File: src/rtl/lpp_pkg.sv
// ----------------------------------------------------------------------------
// lpp_pkg
// Types and constants of the lift position controller.
// ----------------------------------------------------------------------------
`default_nettype none

package lpp_pkg;

  // integral accumulator width
  localparam int IntegralBits = 32;

  // angle wrapping
  localparam int FullTurn   = 36000;
  localparam int TurnBias   = 15 * FullTurn;
  localparam int BiasW      = 21;
  localparam int QuoW       = 5;
  localparam int RecipShift = 36;
  localparam logic [BiasW-1:0] RecipTurn = 21'd1908875;

  // reachable arc and thresholds
  localparam int ArcLow    = 26700;
  localparam int ArcMid    = 13350;
  localparam int ArcTop    = 35900;
  localparam int JumpLimit = 500;
  localparam int IntWindow = 2500;
  localparam int OutLimit  = 10000;
  localparam int MinWindow = 300;
  localparam int HoldErr   = 40;
  localparam int HoldOut   = 1700;

  // pid sum widths
  localparam int ProdIW        = IntegralBits + 17;
  localparam int SumW          = ((ProdIW > 51) ? ProdIW : 51) + 2;
  localparam int ItermLimitLog = 50;
  localparam logic signed [SumW-1:0] ItermMax =
    {{(SumW-ItermLimitLog-1){1'b0}}, 1'b1, {ItermLimitLog{1'b0}}};

  // millivolt scaling: floor(x / 100) as (x * RecipHundred) >> HundredShift
  localparam int HundredShift = 28;
  localparam logic [21:0] RecipHundred = 22'd2684355;

  // queue between front and back
  localparam int QueueDepth = 2;
  localparam int QueuePtrW  = $clog2(QueueDepth);

  // register reset values
  localparam logic [15:0] GainPReset   = 16'd896;
  localparam logic [15:0] GainIReset   = 16'd0;
  localparam logic [15:0] GainDReset   = 16'd2560;
  localparam logic [13:0] MinDriveReset = 14'd1500;

  typedef enum logic [1:0] {
    RegGainP    = 2'd0,
    RegGainI    = 2'd1,
    RegGainD    = 2'd2,
    RegMinDrive = 2'd3
  } lpp_reg_e;

  typedef struct packed {
    logic [15:0] gain_p;
    logic [15:0] gain_i;
    logic [15:0] gain_d;
    logic [13:0] min_drive;
  } lpp_cfg_t;

  typedef struct packed {
    logic signed [16:0] err;
    logic               clear;
  } lpp_item_t;

endpackage

`default_nettype wire

File: src/rtl/lpp_queue.sv
// ----------------------------------------------------------------------------
// lpp_queue
// Short first-in first-out queue between the front and the back.
// ----------------------------------------------------------------------------
`default_nettype none

module lpp_queue import lpp_pkg::*; (
  input  logic      clk_i,
  input  logic      rst_ni,
  input  logic      push_valid_i,
  input  lpp_item_t push_item_i,
  output logic      push_ready_o,
  output logic      pop_valid_o,
  output lpp_item_t pop_item_o,
  input  logic      pop_ready_i
);

  lpp_item_t              entry_q [QueueDepth];
  logic [QueuePtrW-1:0]   wr_ptr_q, rd_ptr_q;
  logic [QueuePtrW:0]     count_q, count_d;
  logic                   push, pop;

  assign push_ready_o = count_q != (QueuePtrW+1)'(QueueDepth);
  assign pop_valid_o  = count_q != '0;
  assign pop_item_o   = entry_q[rd_ptr_q];
  assign push         = push_valid_i && push_ready_o;
  assign pop          = pop_valid_o && pop_ready_i;

  always_comb begin
    count_d = count_q;
    if (push && !pop) begin
      count_d = count_q + 1'b1;
    end else if (pop && !push) begin
      count_d = count_q - 1'b1;
    end
  end

  always_ff @(posedge clk_i or negedge rst_ni) begin
    if (!rst_ni) begin
      wr_ptr_q <= '0;
      rd_ptr_q <= '0;
      count_q  <= '0;
    end else begin
      count_q <= count_d;
      if (push) begin
        wr_ptr_q <= wr_ptr_q + 1'b1;
      end
      if (pop) begin
        rd_ptr_q <= rd_ptr_q + 1'b1;
      end
    end
  end

  always_ff @(posedge clk_i) begin
    if (push) begin
      entry_q[wr_ptr_q] <= push_item_i;
    end
  end

endmodule

`default_nettype wire

File: config.mk
export PLATFORM = sky130hd
export DESIGN_NAME = lpp_queue
export DESIGN_NICKNAME = d
export VERILOG_FILES = /design/src/rtl/lpp_pkg.sv /design/src/rtl/lpp_queue.sv
export SDC_FILE = /design/constraint.sdc
export NUM_CORES = 1
export LEC_CHECK = 0
export BUFFER_PORTS_ARGS = -buffer_cell sky130_fd_sc_hd__clkbuf_2
export CAP_MARGIN = 30
export CORE_ASPECT_RATIO = 1.75
export CORE_MARGIN = 1.5
export CORE_UTILIZATION = 35
export DETAILED_ROUTE_END_ITERATION = 10
export MAX_ROUTING_LAYER = met4
export PLACE_DENSITY = 0.57
export SKIP_LAST_GASP = 1
export SLEW_MARGIN = 20
export SYNTH_ARGS = -nofsm -noshare
export SYNTH_HDL_FRONTEND = slang
export SYNTH_SLANG_ARGS = --single-unit
File: constraint.sdc
create_clock -name clk_i -period 5.3 [get_ports clk_i]
set_clock_uncertainty 0.1 [all_clocks]
set_input_delay 0.265 -clock clk_i [delete_from_list [all_inputs] [get_ports clk_i]]
set_output_delay 0.265 -clock clk_i [all_outputs]
set_load 0.005 [all_outputs]
======== Word-level counts from Yosys, hierarchy flattened ========
Memories as Yosys holds them, arrays and structs flattened.
Index checks and enable logic that the tools add are counted.
word-level totals
  register bits ........................... 4
  bits in writable memories ............... 36
  input port bits ......................... 22
  output and inout port bits .............. 20
  word-level logic and storage cells ...... 21
  memories kept ........................... 1
memories
  memory   depth  bits a word  read ports  clocked after memory_dff  write ports  RTL line         source
  entry_q  2      18           1           0                         1            lpp_queue.sv:18  lpp_item_t entry_q [QueueDepth];
cells by class
  add/subtract/negate cells ............... 4
  equality and inequality tests ........... 1
  multiplexer cells ....................... 4
  reduce and logical (&&, ||, !) cells .... 8
operators with widths
  kind                                               number
  logical AND 1 bit                                  4
  2-to-1 mux 2 bit                                   2
  nonzero test 2 bit                                 2
  adder 1 bit (second input constant)                2
  adder 2 x 1 -> 2 bit (second input constant)       1
  logical NOT 1 bit                                  2
  2-to-1 mux 1 bit                                   2
  inequality test 2 bit (second input constant)      1
  subtractor 2 x 1 -> 2 bit (second input constant)  1

======== Depth between registers and ports, before layout ========
  word-level depth ........................ 6
  gate-level depth with buffers ........... 7
  gate-level depth less buffers ........... 7

======== Worst setup path after synthesis ========
No wires, ideal clock.
  path type ............................... register -> register
  start point ............................. reg count_q[0]
  end point ............................... mem entry_q[0][0] in the netlist's numbering (enable)
  setup time .............................. 0.392 ns
  arrival ................................. 1.426 ns
  data required time ...................... 4.808 ns
  path slack .............................. 3.381 ns
  stages on the path, launching flop included .. 4
  path buffers ............................ 0
  clock period less this slack ............ 1.919 ns
  cells stage by stage .................... dfrtp_1 > nand2b_1 > nand2_1 > nor2_1
on the way
  longest elaborated chain between the ends .. 4
ends and longest elaborated chain
  element                                 RTL line         source
  start: declaration                      lpp_queue.sv:20  logic [QueuePtrW:0] count_q, count_d;
  start signal: assignment                lpp_queue.sv:44  count_q <= count_d;
  inequality test 2 bit                   lpp_queue.sv:23  assign push_ready_o = count_q != (QueuePtrW+1)'(QueueDepth);
  via push_ready_o                        lpp_queue.sv:12  output logic push_ready_o,
  logical AND 1 bit                       lpp_queue.sv:26  assign push = push_valid_i && push_ready_o;
  2-to-1 mux 1 bit                        lpp_queue.sv:55  if (push) begin
  2-to-1 mux 1 bit (implied by the code)  lpp_queue.sv:56  entry_q[wr_ptr_q] <= push_item_i;
  end: declaration                        lpp_queue.sv:18
The timed path passes the listed nets, and every way through them passes these cells.

==> run summary <==
pin count of the biggest net entering global routing: 20
htree depth: 2
WHS Endpoint: entry_q[1][5]$_DFFE_PP_
clock tree buffer depth: 2
Pwr per Cell Area: 533 nW/um2
Post-Route WL: 2380 um
vias in the first global route: 852
I/O Pins: 42
# DRC: 0
Critical Path AT: 1.58 ns
cts bufs inserted: 5
RSZ-0062 raised after global routing: false
Crit Path Max Fanout: 12
routed len/inst: 13.9 um
worst hold path cell count: 1
P_sw: 272 uW
Worst VDD drop: 0.317 mV
1st-pass router iterations: 3
Compound-Gate Fraction of Synth Area: 0
routed vias: 785
LEAKAGE: 0.777 nW
core box area: 4190 um2
sequential element share of the synthesized area: 0.766
xor-xnor portion of the synthesized cell area: 0.0284
Clock power frac: 0.235
first-pass GRT wire length: 3830 um
Die H: 90.8 um
Gate power share: 0.299
GP Congestion: 0.627
Total GRT Usage: 0.117
# resized after CTS: 0
Net Sw Frac: 0.267
initial DRC count: 22
Syn Area/Cell: 20.8 um2
outcome: finished, final reports clean
Syn Nets: 97
Layout area overhead: 24.0%
CP required: 4.93 ns
max-slew violations: 0
synthesized area: 1540 um2
grt ovf: 0
Starting Density: 0.368
clock latency at the later pin of the worst-skew pair: 0.29 ns
CTS tree: yes
clk sinks: 40
top post-synthesis cells by area: edfxtp_1 70%, mux2_4 8.8%, mux2_2 6.6%, dfrtp_1 6.5%, xnor2_1 1.7%
Nets: 145
max-cap check violation count: 0
CP Class: flop to output port
Synth warnings: 0
r2r setup slk: 3.39 ns
area leader, netlist: edfxtp_1
post-synth top area share: 0.701
Tmin final: 1.94 ns
I/O Buffers: 41
fin crit share: 0.366
CTS clk-pin slew, worst paths: 0.07 ns
Die ar.: 4830 um2
CP Capture Type: output port
final hold viol count: 0
Pint: 747 uW
Die W: 53.2 um
worst reg2reg startpoint: count_q[0]$_DFFE_PN0P_
share of layout cells above drive strength 1: 0.553
# setup viols final: 0
ANT nets after route: 0
Fmax: 515 MHz
ANT cells: 0
Via density: 4.56
Reg2Reg Depth: 3
Hold Crit Start: push_item_i[5]
adder-cell share of the synthesized area: 0.00811
actual slew at the worst max-slew pin: 0.910 ns
Slew HR: 0.393
r2r endpoint: entry_q[0][3]$_DFFE_PP_
simple logic cell fraction of the synthesized area: 0.0219
worst min-delay path class: input port to flop
Post-synth EDFFs: 36
clock root buffer: clkbuf_8
largest family of logic cells by synthesized area: multiplexers
Syn Inst Count: 74
setup_tns: 0 ns
CP Launch Type: flop
count of state elements after synthesis: 40
Synth Flop Type: edfxtp_1
site row count: 31
mux cell area share after synthesis: 0.153
initial antenna violation count: 0
top cells by count, synth: 36 x edfxtp_1, 9 x mux2_2, 9 x mux2_4
post-synthesis cell type count: 15
ys async rst share: 0.100
Reg power frac: 0.466
Fillers: 381
most common cell in the netlist: edfxtp_1
worst hold margin: 0.0623 ns
==> per-layer routing <==
metal / GRT usage / vias up / routed length [um]
met2: 0.207 / 26 / 1420
met3: 0.0464 / 4 / 141
met1: 0.0993 / 383 / 774
met5: - / - / 0
met4: 0.0577 / 0 / 46
li1: - / 372 / -
==> metrics by stage <==
step / worst slack, ns / util / std cells / instance area, um2 / power [mW]
finish: 3.36 / 0.457 / 172 / 1910 / 1.02
global placement: 3.43 / 0.425 / 162 / 1780 / 0.775
detailed placement: 3.36 / 0.425 / 162 / 1780 / 0.787
CTS: 3.09 / 0.453 / 171 / 1900 / 1.03
floorplan: 3.38 / - / 74 / 1540 / 0.692
global route: 3.26 / 0.457 / 172 / 1910 / 1.08
==> how the worst max path moves through the flow <==
stage | startpoint | to | slack (ns) | cells past startpoint
final | rd_ptr_q$_DFFE_PN0P_ | pop_item_o[0] | 3.36 | 3
after global routing | count_q[0]$_DFFE_PN0P_ | entry_q[0][17]$_DFFE_PP_ | 3.26 | 3
after CTS | rd_ptr_q$_DFFE_PN0P_ | pop_item_o[0] | 3.09 | 2
after detailed placement | count_q[0]$_DFFE_PN0P_ | entry_q[0][13]$_DFFE_PP_ | 3.36 | 3
after global placement | count_q[0]$_DFFE_PN0P_ | entry_q[0][13]$_DFFE_PP_ | 3.43 | 3
after floorplan | count_q[0]$_DFFE_PN0P_ | entry_q[0][0]$_DFFE_PP_ | 3.38 | 3
==> kinds of logic after synthesis <==
| kind of cell | after synthesis |
|---|---|
| buffers and inverters | 3 |
| multiplexers | 18 |
| XOR/XNOR | 5 |
| adder cells (fa/ha/maj) | 1 |
| AND/OR/NAND/NOR | 7 |
| flip-flops | 40 |
==> placed cells by master (no fill, tap or decap), drive strengths merged <==
cell type / netlist / final
clkinv: 0 / 1
buf: 2 / 1
clkbuf: 0 / 47
edfxtp: 36 / 36
ha: 1 / 1
xnor2: 3 / 3
or2: 1 / 1
inv: 1 / 1
nor2: 2 / 2
bufinv: 0 / 1
and3: 1 / 1
dlygate4sd3: 0 / 1
mux2: 18 / 18
dfrtp: 4 / 4
xor2: 2 / 2
nand2: 2 / 2
nand2b: 1 / 1
==> layout make-up <==
class / instances / area (um2) / share of cell area
well taps: 49 / 61.3 / 0.0320
inverters: 1 / 3.75 / 0.00196
multi-input cells: 31 / 329 / 0.172
repair buffers: 43 / 230 / 0.120
clock inverters: 2 / 35.0 / 0.0183
flip-flops and latches: 40 / 1180 / 0.617
clock buffers: 6 / 72.6 / 0.0379
==> power by group through the flow <==
stage / clock [mW] / sequential [mW] / combinational (mW)
CTS: 0.245 / 0.497 / 0.285
global route: 0.257 / 0.485 / 0.334
global placement: 0 / 0.498 / 0.277
detailed placement: 0 / 0.504 / 0.283
floorplan: 0 / 0.462 / 0.230
finish: 0.239 / 0.475 / 0.305
==> sequential cells by signal (all words and copies together) (netlist names) <==
register  cells
entry_q      36
count_q       2
rd_ptr_q      1
wr_ptr_q      1
==> timing repair <==
action,CTS,global route
setup buffers,0,0
hold buffers,1,0
endpoints found under the hold margin,4,0
==> worst max-delay path, stage by stage (launching register included) <==
cell and delay [ns]:
dfrtp_1 0.60, buf_8 0.22, mux2_2 0.36, clkbuf_2 0.11
Note: power is estimated with default switching activity, not from simulation.
