===== config.mk =====
export PLATFORM = sky130hd
export DESIGN_NAME = lpp_front_flat
export DESIGN_NICKNAME = d
export VERILOG_FILES = /design/src/rtl/lpp_pkg.sv /design/src/rtl/lpp_if.sv /design/src/rtl/lpp_front.sv /design/src/flat_wrapper.sv
export SDC_FILE = /design/constraint.sdc
export NUM_CORES = 1
export LEC_CHECK = 0
export ABC_AREA = 1
export BUFFER_PORTS_ARGS = -buffer_cell sky130_fd_sc_hd__buf_2
export CAP_MARGIN = 25
export CELL_PAD_IN_SITES_DETAIL_PLACEMENT = 1
export CELL_PAD_IN_SITES_GLOBAL_PLACEMENT = 2
export CORE_MARGIN = 3
export CORE_UTILIZATION = 44
export DETAILED_ROUTE_END_ITERATION = 12
export PLACE_DENSITY = 0.93
export SKIP_LAST_GASP = 1
export SYNTH_ARGS = -nofsm -noshare
export SYNTH_HDL_FRONTEND = slang
export SYNTH_SLANG_ARGS = --single-unit

===== constraint.sdc =====
create_clock -name clk_i -period 18.4 [get_ports clk_i]
set_input_delay 0.92 -clock clk_i [delete_from_list [all_inputs] [get_ports clk_i]]
set_output_delay 0.92 -clock clk_i [all_outputs]
set_load 0.05 [all_outputs]

===== src/rtl/lpp_pkg.sv =====
// ----------------------------------------------------------------------------
// lpp_pkg
// Types and constants of the lift position controller.
// ----------------------------------------------------------------------------
`default_nettype none

package lpp_pkg;

  // integral accumulator width
  localparam int IntegralBits = 32;

  // angle wrapping
  localparam int FullTurn   = 36000;
  localparam int TurnBias   = 15 * FullTurn;
  localparam int BiasW      = 21;
  localparam int QuoW       = 5;
  localparam int RecipShift = 36;
  localparam logic [BiasW-1:0] RecipTurn = 21'd1908875;

  // reachable arc and thresholds
  localparam int ArcLow    = 26700;
  localparam int ArcMid    = 13350;
  localparam int ArcTop    = 35900;
  localparam int JumpLimit = 500;
  localparam int IntWindow = 2500;
  localparam int OutLimit  = 10000;
  localparam int MinWindow = 300;
  localparam int HoldErr   = 40;
  localparam int HoldOut   = 1700;

  // pid sum widths
  localparam int ProdIW        = IntegralBits + 17;
  localparam int SumW          = ((ProdIW > 51) ? ProdIW : 51) + 2;
  localparam int ItermLimitLog = 50;
  localparam logic signed [SumW-1:0] ItermMax =
    {{(SumW-ItermLimitLog-1){1'b0}}, 1'b1, {ItermLimitLog{1'b0}}};

  // millivolt scaling: floor(x / 100) as (x * RecipHundred) >> HundredShift
  localparam int HundredShift = 28;
  localparam logic [21:0] RecipHundred = 22'd2684355;

  // queue between front and back
  localparam int QueueDepth = 2;
  localparam int QueuePtrW  = $clog2(QueueDepth);

  // register reset values
  localparam logic [15:0] GainPReset   = 16'd896;
  localparam logic [15:0] GainIReset   = 16'd0;
  localparam logic [15:0] GainDReset   = 16'd2560;
  localparam logic [13:0] MinDriveReset = 14'd1500;

  typedef enum logic [1:0] {
    RegGainP    = 2'd0,
    RegGainI    = 2'd1,
    RegGainD    = 2'd2,
    RegMinDrive = 2'd3
  } lpp_reg_e;

  typedef struct packed {
    logic [15:0] gain_p;
    logic [15:0] gain_i;
    logic [15:0] gain_d;
    logic [13:0] min_drive;
  } lpp_cfg_t;

  typedef struct packed {
    logic signed [16:0] err;
    logic               clear;
  } lpp_item_t;

endpackage

`default_nettype wire


===== src/rtl/lpp_if.sv =====
// ----------------------------------------------------------------------------
// lpp interfaces
// Valid/ready channels of the lift position controller.
// ----------------------------------------------------------------------------
`default_nettype none

interface lpp_in_if;
  logic               valid;
  logic               ready;
  logic signed [19:0] target_centideg;
  logic        [15:0] measured_centideg;

  modport source (output valid, output target_centideg, output measured_centideg,
                  input ready);
  modport sink   (input valid, input target_centideg, input measured_centideg,
                  output ready);
endinterface


`default_nettype wire


===== src/rtl/lpp_front.sv =====
// ----------------------------------------------------------------------------
// lpp_front
// Wraps and confines the target, forms the error and the memory clear flag.
// ----------------------------------------------------------------------------
`default_nettype none

module lpp_front import lpp_pkg::*; (
  input  logic      clk_i,
  input  logic      rst_ni,
  lpp_in_if.sink    item_i,
  output logic      push_valid_o,
  output lpp_item_t push_item_o,
  input  logic      push_ready_i
);

  logic                   adv;
  logic                   push;
  logic                   s1_v_q, s2_v_q, s3_v_q;
  logic [BiasW-1:0]       s1_u_q, s2_u_q;
  logic [15:0]            s1_meas_q, s2_meas_q, s3_meas_q;
  logic [QuoW-1:0]        s2_quo_q;
  logic [15:0]            s3_t_q;
  logic [15:0]            prev_t_q;
  logic                   first_q;
  logic signed [BiasW:0]  biased;
  logic [2*BiasW-1:0]     quo_prod;
  logic [BiasW-1:0]       quo_mul;
  logic [BiasW-1:0]       rem_full;
  logic [15:0]            rem;
  logic [15:0]            t_clamped;
  logic signed [16:0]     t_diff;
  logic signed [16:0]     err;
  logic                   jump;

  assign adv          = !s3_v_q || push_ready_i;
  assign item_i.ready = adv;
  assign push         = s3_v_q && push_ready_i;

  // whole turns added so the value is never negative
  assign biased = (BiasW+1)'(item_i.target_centideg) + (BiasW+1)'(TurnBias);

  // reciprocal quotient is exact over the biased range
  assign quo_prod = (2*BiasW)'(s1_u_q) * (2*BiasW)'(RecipTurn);

  assign quo_mul  = BiasW'(s2_quo_q) * BiasW'(FullTurn);
  assign rem_full = s2_u_q - quo_mul;
  assign rem      = rem_full[15:0];

  always_comb begin
    t_clamped = rem;
    if (rem != 16'd0 && rem < 16'(ArcLow)) begin
      t_clamped = (rem < 16'(ArcMid)) ? 16'd0 : 16'(ArcLow);
    end else if (rem >= 16'(ArcTop)) begin
      t_clamped = 16'(ArcTop);
    end
  end

  assign err    = $signed({1'b0, s3_t_q}) - $signed({1'b0, s3_meas_q});
  assign t_diff = $signed({1'b0, s3_t_q}) - $signed({1'b0, prev_t_q});
  assign jump   = (t_diff > 17'(JumpLimit)) || (t_diff < -17'(JumpLimit));

  assign push_valid_o      = s3_v_q;
  assign push_item_o.err   = err;
  assign push_item_o.clear = first_q || jump;

  always_ff @(posedge clk_i or negedge rst_ni) begin
    if (!rst_ni) begin
      s1_v_q   <= 1'b0;
      s2_v_q   <= 1'b0;
      s3_v_q   <= 1'b0;
      prev_t_q <= '0;
      first_q  <= 1'b1;
    end else begin
      if (adv) begin
        s1_v_q <= item_i.valid;
        s2_v_q <= s1_v_q;
        s3_v_q <= s2_v_q;
      end
      if (push) begin
        prev_t_q <= s3_t_q;
        first_q  <= 1'b0;
      end
    end
  end

  always_ff @(posedge clk_i) begin
    if (adv) begin
      s1_u_q    <= biased[BiasW-1:0];
      s1_meas_q <= item_i.measured_centideg;
      s2_u_q    <= s1_u_q;
      s2_quo_q  <= quo_prod[RecipShift +: QuoW];
      s2_meas_q <= s1_meas_q;
      s3_t_q    <= t_clamped;
      s3_meas_q <= s2_meas_q;
    end
  end

endmodule

`default_nettype wire


===== src/flat_wrapper.sv =====
// flat-port wrapper written by rule: the top's interface ports become plain ports
module lpp_front_flat import lpp_pkg::*;
  (clk_i, rst_ni, push_valid_o, push_item_o, push_ready_i, item_i_valid, item_i_target_centideg, item_i_measured_centideg, item_i_ready);
  lpp_in_if item_i_i ();
  input  logic clk_i;
  input  logic rst_ni;
  output logic push_valid_o;
  output lpp_item_t push_item_o;
  input  logic push_ready_i;
  input wire logic [$bits(item_i_i.valid)-1:0] item_i_valid;
  input wire logic [$bits(item_i_i.target_centideg)-1:0] item_i_target_centideg;
  input wire logic [$bits(item_i_i.measured_centideg)-1:0] item_i_measured_centideg;
  output wire logic [$bits(item_i_i.ready)-1:0] item_i_ready;
  assign item_i_i.valid = item_i_valid;
  assign item_i_i.target_centideg = item_i_target_centideg;
  assign item_i_i.measured_centideg = item_i_measured_centideg;
  assign item_i_ready = item_i_i.ready;
  lpp_front u_core (.clk_i(clk_i), .rst_ni(rst_ni), .item_i(item_i_i), .push_valid_o(push_valid_o), .push_item_o(push_item_o), .push_ready_i(push_ready_i));
endmodule

# Word-level counts from Yosys, hierarchy flattened
# Cells that the tools add are included.
[word_totals] input_bits=40 regBits=126 out_inout_bits=20
[classes] n_reduce_logical=7 muxes=3 n_mul=2 magnitude_cmp=5 add_sub_neg=4
[op_table] op="$mul A21 B21 Y41 const B" n=1
[op_table] op="$sub A16 B16 Y17" n=2
[op_table] op="$mux W16" n=2
[op_table] op="$add A20 B21 Y21 const B" n=1
[op_table] op="$gt A17 B10 Y1 const B" n=1
[op_table] op="$lt A17 B10 Y1 const B" n=1
[op_table] op="$ge A16 B16 Y1 const B" n=1
[op_table] op="$lt A16 B14 Y1 const B" n=1
[op_table] op="$lt A16 B15 Y1 const B" n=1
[op_table] op="$reduce_bool A16 Y1" n=1
[op_table] op="$sub A16 B16 Y16" n=1
[op_table] op="$mux W15" n=1
[op_table] op="$mul A5 B11 Y11 const B" n=1
[op_table] op="$logic_or A1 B1 Y1" n=3
[op_table] op="$logic_and A1 B1 Y1" n=2
[op_table] op="$logic_not A1 Y1" n=1

# Logic depth before layout (Yosys ltp)
[depth] depth_word=5 ltp_mapped=25 mapped_depth_nobuf=25

# Worst setup path before layout
# OpenSTA, ideal clock, no wires.
[synth_timing] path_kind="reg-to-reg" from="register u_core.s1_u_q[1]" to="register u_core.s2_quo_q[0] (data pin)" setup_slack_ns=12.637 stages_incl_launch_ff=21 setup_ns=0.260 arrival_time_ns=5.503 required_time_ns=18.140 path_cell_list="edfxtp_1 inv_1 fa_1 inv_1 fa_1 fa_1 fa_1 inv_1 fa_1 inv_1 fa_1 inv_1 fa_1 inv_1 ha_1 a21o_1 a21boi_0 o21ai_0 a21boi_0 nand3_1 xor2_1"
[synth_between] elab_chain_len=1
[synth_lines] item="start: declaration" line_no="lpp_front.sv:19" source="logic [BiasW-1:0] s1_u_q, s2_u_q;"
[synth_lines] item="start signal: assignment" line_no="lpp_front.sv:88" source="s1_u_q <= biased[BiasW-1:0];"
[synth_lines] item="$mul A21 B21 Y41" line_no="lpp_front.sv:43" source="assign quo_prod = (2*BiasW)'(s1_u_q) * (2*BiasW)'(RecipTurn);"
[synth_lines] item="net u_core.quo_prod[36]" line_no="lpp_front.sv:26" source="logic [2*BiasW-1:0] quo_prod;"
[synth_lines] item="end signal: assignment" line_no="lpp_front.sv:91" source="s2_quo_q <= quo_prod[RecipShift +: QuoW];"
[synth_lines] item="end: declaration" line_no="lpp_front.sv:21" source="logic [QuoW-1:0] s2_quo_q;"
# The timed path passes the listed nets, and every way through them passes these cells.
# A chain may end at the register's enable or synchronous reset.

# Worst setup path after layout
[layout_timing] from="register u_core.s1_u_q[3]" to="register u_core.s2_quo_q[0] (data pin)"
# The elaborated chain is that of the path after synthesis.

==> results.md <==
* Fin. max-slew vios at 0
* Initial antenna violation count at 0
* Distinct cells, synth at 40
* Register area share after synthesis at 26.81%
* RSZ-0062 raised after global routing: false
* Clock Pin Slew Worst Setup and Hold Paths at 0.07 ns
* Total grt overflow at 0
* Commonest non-fill, non-tap cells in the layout: inv_1, nand2_1, ha_1
* Setup TNS at 0 ns
* Hold WS at between 0.4 and 0.5 ns
* Initial cell density of the core at between 40 and 50%
* Pre-antenna DRT Iters at 5
* Area contributors post-synth: edfxtp_1, ha_1, fa_1, inv_1, nand2_1
* Final worst path period need at between 6 and 7 ns
* Clock Latency Late Sink at 0.44 ns
* Via Count at slightly above 10000
* Hold Vio Cnt, Final at 0
* Top cell type's share of synthesized area at between 20% and 30%
* Worst Path Arrival at roughly 6.4 ns
* Synth async-reset ratio at around 16%
* Layout cells sized above 1 at 8.230%
* Placed inst area at 14550 sq um
* R2R cell count at 20
* Die H at 182.7 um
* Tot GR Track Use at 22.52%
* Fin area at 15160 sq um
* DR iter-0 viols at 492
* Mapped cell area at 13740 sq um
* Syn Nets at 1926
* Drt drc at 0
* Synth Area per Inst at about 9.0 sq um
* First-pass GRT wire length at 59.42 mm
* Area leader, netlist: edfxtp_1
* Filler Cells Inserted at roughly 3600
* Most common cell after layout, fill and taps aside: inv_1
* Clk_skew at 0.02025 ns
* Cells on Worst Hold Path at 0
* Synth warn at 0
* Port buffer count at 59
* Max-cap violations at 0
* Dominant synthesized flop cell: edfxtp_1
* Post_cts resized at 0
* Avg WL per Cell at 17.86 um
* Setup Fix Bufs, Post-CTS at 0
* CTS tree: yes
* Placer congestion estimate at 0.8849
* Max FO, Critical Path at 8
* Cells after Synth at 1526
* # hold bufs at CTS at 0
* Pin count of the biggest net entering global routing at between 60 and 70
* Required @ worst endpoint at 18.58 ns
* Dpl hpwl at 30.35 mm
* Total Wirelength at 35.94 mm
* Storage element area at 3685 sq um
* Io pins at 60
* Rows at 64
* DR vias/cell at 5.161
* Number of global-route vias before repair at 11610
* ANT cells at 0
* Core box area at roughly 31000 sq um
* Status: finished, final reports clean
* CTS max path bufs at 2
* Root Buffer: clkbuf_16
* Crit end category: register
* Fin nets at 2003
* Hold/Removal Path Class: register to register
* Die area at about 33000 sq um
* CTS buffer count at 17
* Crit Path Class: register to register
* Die X at approximately 180 um
* CP Launch Type: register
* P&R area growth vs syn at 10.28%
* CTS sink count at 126
* Peak Freq at 160.5 MHz
* Number of synthesized flops with an enable pin at between 100 and 150
* DRT antenna net count at 0
* H-tree levels at 4
* Multi-input gate area in the final layout at 8869 sq um
* Setup violators final at 0
* Post-synthesis register bit count at 126
* Rel. slew slack at between 40% and 50%
* Worst-margin pin slew at 0.8580 ns
* Final worst-path cycle share at around 34%
routing by layer:
metal / part of all wire (%) / wire length, um / GRT usage (%)
met5: 0 / 0 / 0
met4: 1.8 / 639 / 5.545
met3: 3.2 / 1156 / 3.233
met2: 50 / 18040 / 40.05
met1: 45 / 16100 / 29.00
cell usage after synthesis, types with 3 or more instances:
cell	n
inv_1	309
xor2_1	23
inv_2	5
a31oi_1	7
nand4_1	22
o21ai_0	47
a21o_1	13
fa_1	109
dfrtp_1	19
nor2_1	78
nand2_1	301
clkbuf_1	3
xnor2_1	25
a21oi_1	59
nand2_2	14
nor2_2	7
a21boi_0	4
nand3_1	67
nor3_1	17
nand3b_1	5
o21bai_1	8
edfxtp_1	106
ha_1	251
and2_1	4
final cells by class:
cell class / instances / share of cell area (%)
flip-flops and latches: 126 / 24.31
clock buffers: 17 / 2.807
clock inverters: 15 / 1.222
inverters: 316 / 7.826
repair buffers: 61 / 2.047
multi-input cells: 1081 / 58.52
well taps: 396 / 3.269
worst max-delay path: stages, from the launching register on:
cell and delay, ns:
edfxtp_1 0.57, inv_1 0.19, fa_1 0.52, inv_1 0.06, fa_1 0.53, fa_1 0.45
fa_1 0.51, inv_1 0.07, fa_1 0.53, inv_1 0.05, fa_1 0.53, inv_1 0.06
fa_1 0.53, inv_1 0.04, ha_1 0.32, a21o_1 0.20, a21boi_0 0.25, o21ai_0 0.11
a21boi_0 0.18, nand3_1 0.11, xor2_1 0.16
metrics by stage:
step	utilization (%)	setup WS (ns)	std cells
after floorplan	-	12.64	1526
after global placement	47.43	12.28	1980
after detailed placement	47.43	12.13	1980
after CTS	49.42	12.12	2012
after global routing	49.42	11.73	2012
final	49.42	12.17	2012
cell families after synthesis:
family | synth area share (%)
and+or+nand+nor | 16.55
DFF | 26.81
buffers and inverters | 8.713
adders and majority gates | 38.73
muxes | 0.08193
AOI/OAI and AO/OA | 6.054
xor gates and xnor gates | 3.059
registers in the layout (all words and copies together) (netlist names):
| register | cells |
|---|---|
| u_core.prev_t_q | 16 |
| u_core.push_valid_o | 1 |
| u_core.s2_quo_q | 5 |
| u_core.s1_v_q | 1 |
| u_core.s3_meas_q | 16 |
| u_core.s1_meas_q | 16 |
| u_core.s2_u_q | 16 |
| u_core.s1_u_q | 21 |
| u_core.first_q | 1 |
| u_core.s2_v_q | 1 |
| u_core.s3_t_q | 16 |
| u_core.s2_meas_q | 16 |
path summary, 6_finish.rpt:
kind	start	endpoint	slack (ns)
worst max-delay path	u_core.s1_u_q[3]	u_core.s2_quo_q[0]	12.17
worst min register to register	u_core.s1_meas_q[11]	u_core.s2_meas_q[11]	0.42
worst max register to register	u_core.s1_u_q[3]	u_core.s2_quo_q[0]	12.17
max in group asynchronous	rst_ni	u_core.s1_v_q	17.57
min in group asynchronous	rst_ni	u_core.prev_t_q[15]	0.46
worst min-delay path	u_core.s1_meas_q[11]	u_core.s2_meas_q[11]	0.42
Power is left out: the tool's default activity adds up to more than one toggle a clock period on the data nets, which glitch-free logic cannot reach.
